===== src/rtl/mbc_pkg.sv =====
// Package for the multi-LED blink controller.
// Holds the request op codes, the fixed field widths and the per-LED command struct.
// No dependencies.
package mbc_pkg;

   localparam int OP_BITS   = 2;
   localparam int IDX_BITS  = 3;
   localparam int TICK_BITS = 16;
   localparam int PORT_BITS = 8;

   localparam logic [OP_BITS-1:0] OP_TICK    = 2'd0;
   localparam logic [OP_BITS-1:0] OP_ANIMATE = 2'd1;
   localparam logic [OP_BITS-1:0] OP_SET     = 2'd2;
   localparam logic [OP_BITS-1:0] OP_TOGGLE  = 2'd3;

   // Command broadcast from the decoder to one LED lane.
   typedef struct packed {
      logic tick;
      logic animate;
      logic set;
      logic toggle;
      logic level;
   } lane_cmd_type;

endpackage


===== src/rtl/mbc_led.sv =====
// One LED lane: level flag, down counter and on/off durations.
// Depends on mbc_pkg for the lane command struct.
module mbc_led #(
   parameter int COUNT_BITS = 16
) (
   input  logic                    clock,
   input  logic                    reset,
   input  mbc_pkg::lane_cmd_type   cmd,
   input  logic [COUNT_BITS-1:0]   on_ticks,
   input  logic [COUNT_BITS-1:0]   off_ticks,
   output logic                    lit_next
);
   import mbc_pkg::*;

   logic                  lit_ff, lit_in;
   logic [COUNT_BITS-1:0] cnt_ff, cnt_in;
   logic [COUNT_BITS-1:0] on_ff, on_in;
   logic [COUNT_BITS-1:0] off_ff, off_in;
   logic [COUNT_BITS-1:0] cnt_dec;

   assign cnt_dec = cnt_ff - COUNT_BITS'(1);

   always_comb begin
      lit_in = lit_ff;
      cnt_in = cnt_ff;
      on_in  = on_ff;
      off_in = off_ff;
      if (cmd.tick) begin
         if (cnt_ff != '0) begin
            if (cnt_dec == '0) begin
               // expire: flip level and reload for the new level
               lit_in = ~lit_ff;
               cnt_in = lit_ff ? off_ff : on_ff;
            end else begin
               cnt_in = cnt_dec;
            end
         end
      end else if (cmd.animate) begin
         lit_in = 1'b1;
         on_in  = on_ticks;
         off_in = off_ticks;
         cnt_in = on_ticks;
      end else if (cmd.set) begin
         lit_in = cmd.level;
         cnt_in = '0;
      end else if (cmd.toggle) begin
         lit_in = ~lit_ff;
         cnt_in = '0;
      end
   end

   always_ff @(posedge clock) begin
      if (reset) begin
         lit_ff <= 1'b0;
         cnt_ff <= '0;
         on_ff  <= '0;
         off_ff <= '0;
      end else begin
         lit_ff <= lit_in;
         cnt_ff <= cnt_in;
         on_ff  <= on_in;
         off_ff <= off_in;
      end
   end

   assign lit_next = lit_in;

endmodule


===== src/rtl/multi_led_blink_controller.sv =====
// Top level of the multi-LED blink controller: request decode, LED lanes, port register.
// Depends on mbc_pkg and mbc_led.
//
//   channel | direction | handshake            | payload
//   req     | in        | req_valid/req_stall  | op, led_index, set_level, on/off ticks
//   rsp     | out       | rsp_valid/rsp_stall  | port_pattern (tick requests only)
//
// One request is taken per cycle while req_stall is low. Each lane a request reaches
// updates as it is taken, and a tick's port byte enters the result register at that edge.
// Reset (synchronous, active high) clears all levels, counters and durations.
// A pending result that is stalled blocks the request side; when it is taken in the
// same cycle, the next request still goes through, so full rate holds without stalls.
module multi_led_blink_controller #(
   parameter int NUM_LEDS   = 7,
   parameter int COUNT_BITS = 16
) (
   input  logic                              clock,
   input  logic                              reset,
   input  logic                              req_valid,
   output logic                              req_stall,
   input  logic [mbc_pkg::OP_BITS-1:0]       req_op,
   input  logic [mbc_pkg::IDX_BITS-1:0]      req_led_index,
   input  logic                              req_set_level,
   input  logic [mbc_pkg::TICK_BITS-1:0]     req_on_ticks,
   input  logic [mbc_pkg::TICK_BITS-1:0]     req_off_ticks,
   output logic                              rsp_valid,
   input  logic                              rsp_stall,
   output logic [mbc_pkg::PORT_BITS-1:0]     rsp_port_pattern
);
   import mbc_pkg::*;

   logic                  req_take;
   logic                  is_tick;
   logic [COUNT_BITS-1:0] on_cnt;
   logic [COUNT_BITS-1:0] off_cnt;
   logic [NUM_LEDS-1:0]   lit_next;
   logic [PORT_BITS-1:0]  pattern;
   logic                  rsp_valid_ff, rsp_valid_in;
   logic [PORT_BITS-1:0]  pattern_ff, pattern_in;

   // hold requests while an untaken result sits in the output register
   assign req_stall = rsp_valid_ff & rsp_stall;
   assign req_take  = req_valid & ~req_stall;
   assign is_tick   = (req_op == OP_TICK);

   // fit the 16-bit durations to the counter width: truncate or zero-extend
   for (genvar b = 0; b < COUNT_BITS; b++) begin : g_fit
      if (b < TICK_BITS) begin : g_bit
         assign on_cnt[b]  = req_on_ticks[b];
         assign off_cnt[b] = req_off_ticks[b];
      end else begin : g_zero
         assign on_cnt[b]  = 1'b0;
         assign off_cnt[b] = 1'b0;
      end
   end

   for (genvar i = 0; i < NUM_LEDS; i++) begin : g_led
      lane_cmd_type cmd;
      logic         hit;

      // addressed ops only reach the lane whose index matches
      assign hit         = req_take && (req_led_index == IDX_BITS'(i));
      assign cmd.tick    = req_take && is_tick;
      assign cmd.animate = hit && (req_op == OP_ANIMATE);
      assign cmd.set     = hit && (req_op == OP_SET);
      assign cmd.toggle  = hit && (req_op == OP_TOGGLE);
      assign cmd.level   = req_set_level;

      mbc_led #(
         .COUNT_BITS (COUNT_BITS)
      ) u_led (
         .clock     (clock),
         .reset     (reset),
         .cmd       (cmd),
         .on_ticks  (on_cnt),
         .off_ticks (off_cnt),
         .lit_next  (lit_next[i])
      );
   end

   // LED0 drives bit 0, LED1..LED6 drive bits 7 down to 2; buzzer bit stays low
   always_comb begin
      pattern = '0;
      for (int i = 0; i < NUM_LEDS; i++) begin
         if (i == 0) begin
            pattern[0] = lit_next[0];
         end else begin
            pattern[8-i] = lit_next[i];
         end
      end
   end

   always_comb begin
      rsp_valid_in = rsp_valid_ff;
      pattern_in   = pattern_ff;
      if (req_take && is_tick) begin
         rsp_valid_in = 1'b1;
         pattern_in   = pattern;
      end else if (!rsp_stall) begin
         rsp_valid_in = 1'b0;
      end
   end

   always_ff @(posedge clock) begin
      if (reset) begin
         rsp_valid_ff <= 1'b0;
      end else begin
         rsp_valid_ff <= rsp_valid_in;
      end
   end

   always_ff @(posedge clock) begin
      pattern_ff <= pattern_in;
   end

   assign rsp_valid        = rsp_valid_ff;
   assign rsp_port_pattern = pattern_ff;

endmodule


===== config.mk =====
export PLATFORM = sky130hd
export DESIGN_NAME = multi_led_blink_controller
export DESIGN_NICKNAME = d
export VERILOG_FILES = /design/src/rtl/mbc_pkg.sv /design/src/rtl/mbc_led.sv /design/src/rtl/multi_led_blink_controller.sv
export SDC_FILE = /design/constraint.sdc
export NUM_CORES = 1
export LEC_CHECK = 0
export BUFFER_PORTS_ARGS = -buffer_cell sky130_fd_sc_hd__buf_4
export CORE_MARGIN = 2
export CORE_UTILIZATION = 30
export DETAILED_ROUTE_END_ITERATION = 7
export PLACE_DENSITY = 0.48
export SLEW_MARGIN = 20
export SYNTH_ARGS = -nofsm -noshare
export SYNTH_HDL_FRONTEND = slang
export SYNTH_SLANG_ARGS = --single-unit

===== constraint.sdc =====
create_clock -name clock -period 3.3 [get_ports clock]
set_clock_uncertainty 0.15 [all_clocks]
set_input_delay 0.825 -clock clock [delete_from_list [all_inputs] [get_ports clock]]
set_output_delay 0.825 -clock clock [all_outputs]
set_load 0.05 [all_outputs]

==> run_results.csv <==
group,metric,value,unit
clock_tree,tritoncts,"done",
placement,dp_hpwl,43600,um
sta,finalSetupTns,0,ps
worst_setup_path,crit_chain,"inv_1 -> ha_1 -> nor3b_1 -> nand3_1 -> nor4_1 -> o22ai_1 -> buf_4 -> o211ai_1 -> a21oi_1 -> a211oi_1",
finish,area_delta_synth_final,16.32,%
global_route,grt.total_usage,0.2095,
synth,synth_edf_count,7,
power_and_ir_drop,internal-power,8.347,mW
power_and_ir_drop,seq_power_share,0.386,
synth,syn_inst,2370,
detailed_routing,drc,0,
synth,post-synth-top-count-cell,"nand2_1",
job,max_cap_viol_count,0,
hold_path,hold_class,"reg -> reg",
die,num_io_pins,52,
power_and_ir_drop,p_sw_frac,0.3029,
die,start_util,0.3037,
sta,worstMarginPinSlew,1011,ps
worst_setup_path,max_stage_delay,540,ps
synth,ys_warn_count,0,
finish,num-nets-final,2439,
clock_tree,clock_latency,580,ps
clock_tree,ctsHoldBuffers,0,
clock_tree,root_buffer,"clkbuf_16",
power_and_ir_drop,clkPwrFrac,0.415,
die,die_h,251.2,um
sta,fmax,315.2,MHz
synth,synth_top_area_share,0.3757,
placement,gp_congestion,0.9012,
power_and_ir_drop,vdd_ir_drop_max,0.3328,mV
clock_tree,cts.sinks,351,
finish,n_fill_cell,6247,
finish,fin_util,0.3533,
worst_setup_path,cp_max_fo,22,
sta,period_needed,3173,ps
finish,multiInputGateArea,0.01045,mm2
synth,netlist-cell-type-count,90,
sta,rsz0062_at_grt,"false",
placement,io_buffers,50,
detailed_routing,totalWireLength,67020,um
global_route,grt_remaining_overflow,0,
detailed_routing,num_vias,17295,
finish,drive_above_1_share,0.1452,
finish,regArea,0.007097,mm2
clock_tree,numCtsBuffers,43,
synth,avgSynthCellArea,7.735,um2
power_and_ir_drop,comb_power_share,0.199,
clock_tree,cts_htree_levels,2,
synth,synthFlopType,"dfxtp_1",
sta,relSlewSlack,0.3252,
global_route,grt_max_degree,94,
synth,yosysTopAreaCell,"dfxtp_1",
sta,hold_viol,0,
synth,synth.area.top_cells,"dfxtp_1, nand2_1, a21oi_1",
sta,fin_crit_sh,0.9614,
power_and_ir_drop,p_leak,7.414,nW
global_route,antenna_found_initial,1,
sta,setup_violations,0,
die,dieWidth,251.2,um
worst_setup_path,critPathCaptureType,"flop",
global_route,grt_first_pass_wirelength,102100,um
sta,slew_viol_final,0,
synth,synth_common_cells,"nand2_1, dfxtp_1, a21oi_1",
worst_setup_path,setup.worst_path.class,"reg -> reg",
synth,synth.yosys.seq_area_share,0.3871,
die,die_area,0.06310,mm2
detailed_routing,drt_iter0_drc,1275,
worst_setup_path,cp.required,3630,ps
power_and_ir_drop,power.density,561.5,mW/mm2
die,rows,90,
worst_setup_path,startpoint_type,"flop",
synth,synthArstFlopShare,0,
die,core,0.06036,mm2
outcome,outcome,"finished clean",
detailed_routing,ant_nets,0,
detailed_routing,avgViaCountPerCell,5.405,
power_and_ir_drop,power_switching,3.626,mW
detailed_routing,drt_first_pass_iters,6,
worst_setup_path,cp_data_arrival_time,3500,ps
worst_setup_path,crit_path_top_delay_cell,"nor3b_1",
global_route,grt_pass1_vias,16617,
clock_tree,cts_buffer_depth,3,
synth,synth-seq-cells,351,
synth,synth_area,0.01833,mm2
clock_tree,cts.reportedPaths.clkPinSlew,60,ps
synth,synth_nets,2426,
detailed_routing,wire_per_inst,20.94,um
-- per-layer routing --
layer / routed length, um / GRT usage
met4: 2130 / 0.07738
met2: 31110 / 0.3473
met5: 0 / 0
met3: 2900 / 0.02288
met1: 30870 / 0.2804
-- cells by family (layout without fill, tap and decap cells) --
group,count (synthesis),in the layout,synth area share
AND/OR/NAND/NOR,960,960,0.2352
AO/OA/AOI/OAI,633,633,0.2104
flip-flops,351,351,0.3871
buffers and inverters,206,253,0.04559
multiplexers,119,119,0.07078
XOR/XNOR,86,86,0.04109
adder cells (fa/ha/maj),14,14,0.009556
other,1,2,0.0002046
-- registers in the layout, summed over array words and instances, names as in the netlist --
signal	flops
g_led.u_led.cnt_ff	112
g_led.u_led.lit_ff	7
g_led.u_led.off_ff	112
g_led.u_led.on_ff	112
rsp_port_pattern	7
rsp_valid	1
-- timing repair --
action	CTS	global route
setup endpoints to repair	0	9
buffers inserted	0	2
gates resized for setup	0	2
-- critical path, delay by kind of cell, from the launching register on --
kind,cells,cell delay [ps]
AND/OR/NAND/NOR,3,1340
AO/OA/AOI/OAI,4,530
flip-flops,1,420
buffers and inverters,2,380
adder cells (fa/ha/maj),1,250
-- layout by cell type, fill, tap and decap left out, types with 11 or more instances in the layout --
cell type / n
nand2_1: 530
dfxtp_1: 344
a21oi_1: 325
nor2_1: 149
buf_4: 137
nor3_1: 87
mux2_2: 85
o21ai_0: 78
xnor2_1: 57
clkbuf_16: 45
o211ai_1: 35
a211oi_1: 34
mux2i_1: 34
xor2_1: 29
nand3_1: 27
inv_1: 26
nor4_1: 23
or3_1: 18
a31oi_1: 17
or4_1: 15
o31ai_1: 15
nand2b_1: 15
ha_1: 14
o21a_1: 13
nand4_1: 13
clkinv_2: 12
or2_2: 11
o21bai_1: 11
-- through the flow --
stage / hold WS, ps / setup slack, ps / cells / power [mW] / area [um2]
floorplan: 281.2 / 228.8 / 2370 / 6.319 / 18330
global placement: 288.9 / 188.6 / 3118 / 7.060 / 19820
detailed placement: 293.9 / 100.1 / 3118 / 7.071 / 19820
CTS: 302.6 / 90.77 / 3197 / 12.08 / 21300
global route: 313.9 / 7.832 / 3199 / 12.50 / 21320
finish: 301.3 / 127.3 / 3200 / 11.97 / 21320
-- final cells by class --
| class | instances | share of cell area |
|---|---|---|
| multi-input cells | 1813 | 0.4898 |
| clock inverters | 23 | 0.01209 |
| inverters | 27 | 0.004753 |
| flip-flops and latches | 351 | 0.3328 |
| repair buffers | 147 | 0.05739 |
| well taps | 782 | 0.04589 |
| clock buffers | 56 | 0.05709 |
| diodes | 1 | 0.0001174 |
-- power by group through the flow --
| stage | combinational, mW | sequential, mW | clock (mW) |
|---|---|---|---|
| floorplan | 1.71 | 4.61 | 0 |
| global placement | 2.35 | 4.71 | 0 |
| detailed placement | 2.36 | 4.71 | 0 |
| CTS | 2.37 | 4.62 | 5.08 |
| global route | 2.61 | 4.65 | 5.24 |
| finish | 2.38 | 4.63 | 4.96 |
-- path summary, 6_finish.rpt --
path	from	endpoint	slack, ps	cells past startpoint
worst max-delay path	g_led[6].u_led.cnt_ff[0]	g_led[6].u_led.cnt_ff[7]	130	10
worst min-delay path	g_led[2].u_led.off_ff[6]	g_led[2].u_led.off_ff[6]	300	2
worst max register to register	g_led[6].u_led.cnt_ff[0]	g_led[6].u_led.cnt_ff[7]	130	10
worst min register to register	g_led[2].u_led.off_ff[6]	g_led[2].u_led.off_ff[6]	300	2
(Power assumes the default switching activity.)
